$ cat src/rtl/core/cca_pkg.sv
// ---------------------------------------------------------------------------
// Chunk allocator package
// Shared codes, widths, reset values and the control structs that pass
// between the top level and the per-class occupancy maps.
// ---------------------------------------------------------------------------
`default_nettype none

package cca_pkg;

  // Field widths.
  localparam int unsigned MODE_W   = 2;
  localparam int unsigned BYTES_W  = 16;
  localparam int unsigned KEY_W    = 16;
  localparam int unsigned STATUS_W = 2;
  localparam int unsigned CLASS_W  = 2;
  localparam int unsigned OFFSET_W = 20;
  localparam int unsigned INDEX_W  = 13;
  localparam int unsigned CFG_IDX_W = 2;

  // Default slot counts per class.
  localparam int unsigned SMALL_CHUNKS_DEF  = 16;
  localparam int unsigned MEDIUM_CHUNKS_DEF = 16;
  localparam int unsigned LARGE_CHUNKS_DEF  = 16;

  // Operation codes.
  localparam logic [MODE_W-1:0] MODE_RESERVE = 2'd0;
  localparam logic [MODE_W-1:0] MODE_FREE    = 2'd1;
  localparam logic [MODE_W-1:0] MODE_ACCESS  = 2'd2;

  // Status codes.
  localparam logic [STATUS_W-1:0] STATUS_OK        = 2'd0;
  localparam logic [STATUS_W-1:0] STATUS_TOO_LARGE = 2'd1;
  localparam logic [STATUS_W-1:0] STATUS_FULL      = 2'd2;
  localparam logic [STATUS_W-1:0] STATUS_BAD_KEY   = 2'd3;

  // Class codes.
  localparam logic [CLASS_W-1:0] CLASS_NONE   = 2'd0;
  localparam logic [CLASS_W-1:0] CLASS_SMALL  = 2'd1;
  localparam logic [CLASS_W-1:0] CLASS_MEDIUM = 2'd2;
  localparam logic [CLASS_W-1:0] CLASS_LARGE  = 2'd3;

  // Key layout.
  localparam logic [KEY_W-1:0] KEY_NULL    = 16'hFFFF;
  localparam logic [KEY_W-1:0] CLASS_BIT_S = 16'h8000;
  localparam logic [KEY_W-1:0] CLASS_BIT_M = 16'h4000;
  localparam logic [KEY_W-1:0] CLASS_BIT_L = 16'h2000;

  // Configuration register indexes and reset values.
  localparam logic [CFG_IDX_W-1:0] CFG_SMALL_BYTES  = 2'd0;
  localparam logic [CFG_IDX_W-1:0] CFG_MEDIUM_BYTES = 2'd1;
  localparam logic [CFG_IDX_W-1:0] CFG_LARGE_BYTES  = 2'd2;
  localparam logic [BYTES_W-1:0] SMALL_BYTES_RST  = 16'd16;
  localparam logic [BYTES_W-1:0] MEDIUM_BYTES_RST = 16'd64;
  localparam logic [BYTES_W-1:0] LARGE_BYTES_RST  = 16'd256;

  // Command into one occupancy map.
  typedef struct packed {
    logic               claim;
    logic               drop;
    logic [INDEX_W-1:0] drop_idx;
  } pool_cmd_t;

  // Status out of one occupancy map.
  typedef struct packed {
    logic               any_free;
    logic [INDEX_W-1:0] free_idx;
  } pool_stat_t;

endpackage

`default_nettype wire

$ cat src/rtl/core/cca_pool_map.sv
// ---------------------------------------------------------------------------
// Chunk allocator occupancy map
// One used bit per slot of a class, with a find-first-free encoder that
// reports the lowest free slot. Claim marks that slot used; drop frees one.
// ---------------------------------------------------------------------------
`default_nettype none

module cca_pool_map #(
  parameter int unsigned CHUNKS = cca_pkg::SMALL_CHUNKS_DEF
) (
  input  wire                 clk,
  input  wire                 rst,
  input  cca_pkg::pool_cmd_t  cmd,
  output cca_pkg::pool_stat_t stat
);

  localparam int unsigned IDX_W = (CHUNKS > 1) ? $clog2(CHUNKS) : 1;

  logic [CHUNKS-1:0] used;
  logic              found;
  logic [IDX_W-1:0]  first_free;

  // Lowest free slot: scan from the top so the lowest hit is kept.
  always_comb begin
    found      = 1'b0;
    first_free = '0;
    for (int i = int'(CHUNKS) - 1; i >= 0; i--) begin
      if (!used[i]) begin
        found      = 1'b1;
        first_free = IDX_W'(i);
      end
    end
  end

  assign stat.any_free = found;
  assign stat.free_idx = cca_pkg::INDEX_W'(first_free);

  // Occupancy update; the caller only claims when a slot is free and only
  // drops indexes already checked against the slot count.
  always_ff @(posedge clk) begin
    if (rst) begin
      used <= '0;
    end else begin
      if (cmd.claim) begin
        used[first_free] <= 1'b1;
      end
      if (cmd.drop) begin
        used[cmd.drop_idx[IDX_W-1:0]] <= 1'b0;
      end
    end
  end

endmodule

`default_nettype wire

$ cat src/rtl/core/three_class_chunk_allocator_unit.sv
// A beat accepted on the input waits in the input register and moves on to the
// output register whenever it is free or being emptied. Throughput: one beat per
// cycle unless the output stalls; the occupancy maps are updated and searched in
// the same cycle, so back-to-back reserve and free beats see each other.
// Reset (synchronous, active high) frees every slot of all three classes,
// restores the chunk sizes to 16, 64 and 256 bytes and empties the pipeline.
// ---------------------------------------------------------------------------
// Three-class chunk allocator
// Fixed-size pool allocator with small, medium and large classes. Reserve
// claims the lowest free slot of the smallest fitting class, free releases
// a slot by key, access reports class, byte offset and chunk size.
// ---------------------------------------------------------------------------
`default_nettype none

module three_class_chunk_allocator_unit #(
  parameter int unsigned SMALL_CHUNKS  = cca_pkg::SMALL_CHUNKS_DEF,
  parameter int unsigned MEDIUM_CHUNKS = cca_pkg::MEDIUM_CHUNKS_DEF,
  parameter int unsigned LARGE_CHUNKS  = cca_pkg::LARGE_CHUNKS_DEF
) (
  input  wire                              clk,
  input  wire                              rst,
  // Input channel.
  input  wire                              in_valid,
  output logic                             in_ready,
  input  wire  [cca_pkg::MODE_W-1:0]       mode,
  input  wire  [cca_pkg::BYTES_W-1:0]      request_bytes,
  input  wire  [cca_pkg::KEY_W-1:0]        key,
  // Output channel.
  output logic                             out_valid,
  input  wire                              out_ready,
  output logic [cca_pkg::STATUS_W-1:0]     status,
  output logic [cca_pkg::KEY_W-1:0]        result_key,
  output logic [cca_pkg::CLASS_W-1:0]      chunk_class,
  output logic [cca_pkg::OFFSET_W-1:0]     byte_offset,
  output logic [cca_pkg::BYTES_W-1:0]      chunk_bytes,
  // Configuration channel.
  input  wire                              cfg_valid,
  output logic                             cfg_ready,
  input  wire  [cca_pkg::CFG_IDX_W-1:0]    cfg_index,
  input  wire  [cca_pkg::BYTES_W-1:0]      cfg_data
);

  localparam int unsigned CNT_W = cca_pkg::INDEX_W + 1;
  localparam int unsigned PROD_W = cca_pkg::INDEX_W + cca_pkg::BYTES_W;

  // Configuration registers.
  logic [cca_pkg::BYTES_W-1:0] small_bytes;
  logic [cca_pkg::BYTES_W-1:0] medium_bytes;
  logic [cca_pkg::BYTES_W-1:0] large_bytes;

  assign cfg_ready = 1'b1;

  always_ff @(posedge clk) begin
    if (rst) begin
      small_bytes  <= cca_pkg::SMALL_BYTES_RST;
      medium_bytes <= cca_pkg::MEDIUM_BYTES_RST;
      large_bytes  <= cca_pkg::LARGE_BYTES_RST;
    end else if (cfg_valid) begin
      unique case (cfg_index)
        cca_pkg::CFG_SMALL_BYTES:  small_bytes  <= cfg_data;
        cca_pkg::CFG_MEDIUM_BYTES: medium_bytes <= cfg_data;
        cca_pkg::CFG_LARGE_BYTES:  large_bytes  <= cfg_data;
        default: ;
      endcase
    end
  end

  // Input register.
  logic                        s1_valid;
  logic [cca_pkg::MODE_W-1:0]  s1_mode;
  logic [cca_pkg::BYTES_W-1:0] s1_req;
  logic [cca_pkg::KEY_W-1:0]   s1_key;
  logic                        s1_fire;

  assign s1_fire  = s1_valid && (!out_valid || out_ready);
  assign in_ready = !s1_valid || s1_fire;

  always_ff @(posedge clk) begin
    if (rst) begin
      s1_valid <= 1'b0;
    end else if (in_ready) begin
      s1_valid <= in_valid;
    end
  end

  always_ff @(posedge clk) begin
    if (in_ready && in_valid) begin
      s1_mode <= mode;
      s1_req  <= request_bytes;
      s1_key  <= key;
    end
  end

  // Occupancy maps, one per class.
  cca_pkg::pool_cmd_t  cmd_s, cmd_m, cmd_l;
  cca_pkg::pool_stat_t stat_s, stat_m, stat_l;

  cca_pool_map #(.CHUNKS(SMALL_CHUNKS)) u_map_small (
    .clk (clk), .rst (rst), .cmd (cmd_s), .stat (stat_s)
  );
  cca_pool_map #(.CHUNKS(MEDIUM_CHUNKS)) u_map_medium (
    .clk (clk), .rst (rst), .cmd (cmd_m), .stat (stat_m)
  );
  cca_pool_map #(.CHUNKS(LARGE_CHUNKS)) u_map_large (
    .clk (clk), .rst (rst), .cmd (cmd_l), .stat (stat_l)
  );

  // Smallest class whose chunk size fits the request.
  logic [cca_pkg::CLASS_W-1:0] fit_class;

  always_comb begin
    if (s1_req <= small_bytes) begin
      fit_class = cca_pkg::CLASS_SMALL;
    end else if (s1_req <= medium_bytes) begin
      fit_class = cca_pkg::CLASS_MEDIUM;
    end else if (s1_req <= large_bytes) begin
      fit_class = cca_pkg::CLASS_LARGE;
    end else begin
      fit_class = cca_pkg::CLASS_NONE;
    end
  end

  // Free slot and key bit of the fitting class.
  logic                        fit_free;
  logic [cca_pkg::INDEX_W-1:0] fit_idx;
  logic [cca_pkg::KEY_W-1:0]   fit_bit;

  always_comb begin
    case (fit_class)
      cca_pkg::CLASS_SMALL: begin
        fit_free = stat_s.any_free;
        fit_idx  = stat_s.free_idx;
        fit_bit  = cca_pkg::CLASS_BIT_S;
      end
      cca_pkg::CLASS_MEDIUM: begin
        fit_free = stat_m.any_free;
        fit_idx  = stat_m.free_idx;
        fit_bit  = cca_pkg::CLASS_BIT_M;
      end
      cca_pkg::CLASS_LARGE: begin
        fit_free = stat_l.any_free;
        fit_idx  = stat_l.free_idx;
        fit_bit  = cca_pkg::CLASS_BIT_L;
      end
      default: begin
        fit_free = 1'b0;
        fit_idx  = '0;
        fit_bit  = '0;
      end
    endcase
  end

  // Class and range check of the given key; the highest class bit wins.
  logic [cca_pkg::CLASS_W-1:0] key_class;
  logic [cca_pkg::INDEX_W-1:0] key_idx;
  logic                        key_in_range;

  assign key_idx = s1_key[cca_pkg::INDEX_W-1:0];

  always_comb begin
    if ((s1_key & cca_pkg::CLASS_BIT_S) != '0) begin
      key_class = cca_pkg::CLASS_SMALL;
    end else if ((s1_key & cca_pkg::CLASS_BIT_M) != '0) begin
      key_class = cca_pkg::CLASS_MEDIUM;
    end else if ((s1_key & cca_pkg::CLASS_BIT_L) != '0) begin
      key_class = cca_pkg::CLASS_LARGE;
    end else begin
      key_class = cca_pkg::CLASS_NONE;
    end
  end

  always_comb begin
    case (key_class)
      cca_pkg::CLASS_SMALL:  key_in_range = {1'b0, key_idx} < CNT_W'(SMALL_CHUNKS);
      cca_pkg::CLASS_MEDIUM: key_in_range = {1'b0, key_idx} < CNT_W'(MEDIUM_CHUNKS);
      cca_pkg::CLASS_LARGE:  key_in_range = {1'b0, key_idx} < CNT_W'(LARGE_CHUNKS);
      default:               key_in_range = 1'b0;
    endcase
  end

  // Operation decode.
  logic [cca_pkg::STATUS_W-1:0] st_next;
  logic [cca_pkg::KEY_W-1:0]    rkey_next;
  logic [cca_pkg::CLASS_W-1:0]  sel_class;
  logic [cca_pkg::INDEX_W-1:0]  sel_idx;
  logic                         do_claim;
  logic                         do_drop;

  always_comb begin
    st_next   = cca_pkg::STATUS_BAD_KEY;
    rkey_next = s1_key;
    sel_class = cca_pkg::CLASS_NONE;
    sel_idx   = '0;
    do_claim  = 1'b0;
    do_drop   = 1'b0;
    unique case (s1_mode) inside
      cca_pkg::MODE_RESERVE: begin
        rkey_next = cca_pkg::KEY_NULL;
        if (fit_class == cca_pkg::CLASS_NONE) begin
          st_next = cca_pkg::STATUS_TOO_LARGE;
        end else if (!fit_free) begin
          st_next = cca_pkg::STATUS_FULL;
        end else begin
          st_next   = cca_pkg::STATUS_OK;
          rkey_next = fit_bit | cca_pkg::KEY_W'(fit_idx);
          sel_class = fit_class;
          sel_idx   = fit_idx;
          do_claim  = 1'b1;
        end
      end
      cca_pkg::MODE_FREE, cca_pkg::MODE_ACCESS: begin
        if (s1_key != cca_pkg::KEY_NULL && key_in_range) begin
          st_next   = cca_pkg::STATUS_OK;
          sel_class = key_class;
          sel_idx   = key_idx;
          do_drop   = (s1_mode == cca_pkg::MODE_FREE);
        end
      end
      default: ;
    endcase
  end

  // Map commands, issued only when the beat moves to the output register.
  always_comb begin
    cmd_s.claim    = s1_fire && do_claim && sel_class == cca_pkg::CLASS_SMALL;
    cmd_m.claim    = s1_fire && do_claim && sel_class == cca_pkg::CLASS_MEDIUM;
    cmd_l.claim    = s1_fire && do_claim && sel_class == cca_pkg::CLASS_LARGE;
    cmd_s.drop     = s1_fire && do_drop && sel_class == cca_pkg::CLASS_SMALL;
    cmd_m.drop     = s1_fire && do_drop && sel_class == cca_pkg::CLASS_MEDIUM;
    cmd_l.drop     = s1_fire && do_drop && sel_class == cca_pkg::CLASS_LARGE;
    cmd_s.drop_idx = key_idx;
    cmd_m.drop_idx = key_idx;
    cmd_l.drop_idx = key_idx;
  end

  // Chunk size and byte offset of the selected slot.
  logic [cca_pkg::BYTES_W-1:0] sel_size;
  logic [PROD_W-1:0]           offset_prod;

  always_comb begin
    case (sel_class)
      cca_pkg::CLASS_SMALL:  sel_size = small_bytes;
      cca_pkg::CLASS_MEDIUM: sel_size = medium_bytes;
      cca_pkg::CLASS_LARGE:  sel_size = large_bytes;
      default:               sel_size = '0;
    endcase
  end

  assign offset_prod = PROD_W'(sel_idx) * PROD_W'(sel_size);

  // Output register.
  always_ff @(posedge clk) begin
    if (rst) begin
      out_valid <= 1'b0;
    end else if (s1_fire) begin
      out_valid <= 1'b1;
    end else if (out_ready) begin
      out_valid <= 1'b0;
    end
  end

  always_ff @(posedge clk) begin
    if (s1_fire) begin
      status      <= st_next;
      result_key  <= rkey_next;
      chunk_class <= sel_class;
      byte_offset <= offset_prod[cca_pkg::OFFSET_W-1:0];
      chunk_bytes <= sel_size;
    end
  end

endmodule

`default_nettype wire

$ cat config.mk
export PLATFORM = sky130hd
export DESIGN_NAME = three_class_chunk_allocator_unit
export DESIGN_NICKNAME = d
export VERILOG_FILES = /design/src/rtl/core/cca_pkg.sv /design/src/rtl/core/cca_pool_map.sv /design/src/rtl/core/three_class_chunk_allocator_unit.sv
export SDC_FILE = /design/constraint.sdc
export NUM_CORES = 1
export LEC_CHECK = 0
export BUFFER_PORTS_ARGS = -buffer_cell sky130_fd_sc_hd__buf_4
export CAP_MARGIN = 20
export CORE_MARGIN = 10
export CORE_UTILIZATION = 26
export CTS_CLUSTER_DIAMETER = 80
export CTS_CLUSTER_SIZE = 40
export DETAILED_ROUTE_END_ITERATION = 6
export SLEW_MARGIN = 5
export SYNTH_ARGS = -nofsm -noshare
export SYNTH_HDL_FRONTEND = slang
export SYNTH_HIERARCHICAL = 1
export SYNTH_SLANG_ARGS = --single-unit
export TNS_END_PERCENT = 50
$ cat constraint.sdc
create_clock -name clk -period 17.61 [get_ports clk]
set_clock_uncertainty 0.2 [all_clocks]
set_input_delay 1.761 -clock clk [delete_from_list [all_inputs] [get_ports clk]]
set_output_delay 1.761 -clock clk [all_outputs]
set_load 0.005 [all_outputs]
==> results.ini <==
[route]
ant_nets = 0
vias = 12120
viasPerCell = 4.802
first_pass_iters = 7
drc = 0
routed_wl_um = 45930
detail_route.wl_per_cell_um = 18.21
dr.first_iter.drc_count = 1089

[pwr]
p_leak_uw = 0.006771
ir_drop_mv = 0.07697
power_density_nw_per_um2 = 59.78

[place]
io_buffer_count = 114
gp_congestion = 0.9071
dp_hpwl_um = 35350

[die]
ioPinCount = 116
die_h_um = 260.7
die_w_um = 260.7
core_area_um2 = 57590
num_rows = 88
die-area_um2 = 67980
start_util = 0.2617

[critical_path]
critPathLaunch = s1_req[12]
critPathLaunchType = flip-flop
crit_path_frequent_cell = fa_1
rr_worst_depth = 30
cp_slowest_cell = a31oi_4
slowest_delay_ns = 0.89
rr_startpoint = s1_req[12]
cp.arrival_ns = 10.12
reg2reg_to = byte_offset[19]
cp-end-kind = flip-flop
cp_max_fo = 38
reg2reg_slack_ns = 7.52
critical_path_class = flip-flop to flip-flop
cpLargestDelayFamily = compound AO/OA/AOI/OAI gates
required_ns = 17.65
crit_buf_inv = 3

[sta]
max_freq_mhz = 99.15
setup_viol = 0
period_share = 0.5727
fin_crit_ns = 10.09
max-slew-margin-rel = 0.2690
worst_pin_slew_ns = 1.097
setup_tns_ns = 0
drv_slew = 0
hold_violations = 0
rsz0062_at_grt = no

[layout]
area_growth_pct = 14.13
num_antenna_cells = 0
fin_util = 0.2986
drive_above_1_share = 0.1291
nFillCells = 6035
fin_nets = 2018

[cts]
clk_path_buf_depth = 2
path_clk_slew_ns = 0.08
ctsResizeCount = 0
ctsRootBufferMaster = clkbuf_16
postCtsSetupBuffers = 0
cts_tree = done
cts_buffers = 17
h-tree-depth = 4
cts_sinks = 188
clock_latency_ns = 0.50
holdBufCountCts = 0

[yosys]
synthDistinctLibCells = 92
synth_edf_count = 90
netlist_top_cells_count = nand2_1 (249), inv_1 (234), fa_1 (120)
synth-seq-cells = 188
synth_seq_area_share = 0.3096
synth_most_common_cell = nand2_1
synthFlopType = dfxtp_1
yosysWarnings = 6
synth_top_area_frac = 0.1794
synth_area_per_cell_um2 = 9.034
synthCells = 1668
async_flop_share = 0
synthTopCellsByArea = edfxtp_1 (18%), fa_1 (16%), dfxtp_1 (13%)
synth_top_cell_by_area = edfxtp_1
syn_area_um2 = 15070

[global_routing]
antenna_found_initial = 0
grt_pass1_vias = 12300
grt_usage = 0.1371
grt_pass1_wl_um = 71480
grt_remaining_overflow = 0
grt_max_degree = 71

[status]
status = finished clean

[flow_run]
max-cap-violations = 0

[hold_path]
min_from = small_bytes[15]
hold_path_class = flip-flop to flip-flop
hold_path_depth = 2
min_to = small_bytes[15]

==> worst min-delay path, cell delays in order (launching register included) <==
cell and delay (ns):
dfxtp_1 0.31, nand2_1 0.05, a21oi_1 0.05
==> metal layers <==
layer | vias to the layer above | GRT usage | wire length [um]
li1 | 5725 | - | -
met2 | 378 | 0.2108 | 20480
met5 | - | 0 | 0
met4 | 0 | 0.05522 | 1326
met3 | 48 | 0.03159 | 3076
met1 | 5965 | 0.1827 | 21050
==> where the power goes <==
group	internal, uW	total [uW]	switching [uW]
clock network	196	407	210
registers	474	485	10.9
logic	47.4	137	89.2
==> layout by cell type, fill, tap and decap left out, types with 28 or more instances in the layout <==
cell,count
conb_1,28
inv_1,234
edfxtp_1,90
dfxtp_1,98
fa_1,120
ha_1,96
o21ai_0,36
a21oi_1,102
nor2_1,117
nand2_1,249
a31oi_1,37
buf_4,124
==> sequential cells by signal, summed over array words and instances (netlist names) <==
register / cells
byte_offset: 20
chunk_bytes: 16
chunk_class: 2
large_bytes: 16
medium_bytes: 16
out_valid: 1
result_key: 16
s1_key: 16
s1_mode: 2
s1_req: 16
s1_valid: 1
small_bytes: 16
status: 2
u_map_large/used: 16
u_map_medium/used: 16
u_map_small/used: 16
==> stage by stage <==
stage	cells	cell area, um2	power (uW)	hold WS, ns	setup slack, ns
after floorplan	1692	15160	573.4	0.2363	9.261
after global placement	2489	16570	627.0	0.2460	7.658
after detailed placement	2489	16570	629.4	0.2479	7.588
after CTS	2521	17170	1043	0.2597	7.568
after global routing	2523	17200	1071	0.2815	6.830
final	2523	17200	1028	0.2576	7.525
==> worst max path at each step <==
stage                       to  depth (start not counted)
2_1_floorplan  byte_offset[19]                         33
6_report       byte_offset[19]                         30
3_5_place_dp   byte_offset[19]                         30
4_1_cts        byte_offset[19]                         30
3_3_place_gp   byte_offset[19]                         27
5_1_grt        byte_offset[19]                         30
==> cell type report <==
| type | count | area, um2 | area share |
|---|---|---|---|
| multi-input combinational | 1168 | 9094 | 0.5288 |
| sequential | 188 | 4664 | 0.2712 |
| tap | 765 | 957.2 | 0.05566 |
| timing repair buffer | 126 | 955.9 | 0.05558 |
| inverter | 244 | 923.4 | 0.05369 |
| clock buffer | 18 | 439.2 | 0.02554 |
| clock inverter | 14 | 163.9 | 0.009531 |
==> cells by family (layout without fill, tap and decap cells) <==
group | after synthesis | after routing | share of synthesized area
compound gates | 325 | 325 | 0.1512
xor+xnor | 29 | 29 | 0.01918
fa+ha+maj | 216 | 216 | 0.2391
buf+inv | 336 | 402 | 0.09532
flops | 188 | 188 | 0.3096
mux | 10 | 10 | 0.006809
other cells | 4 | 28 | 0.0009961
simple gates | 560 | 560 | 0.1778
(Power assumes the default switching activity.)
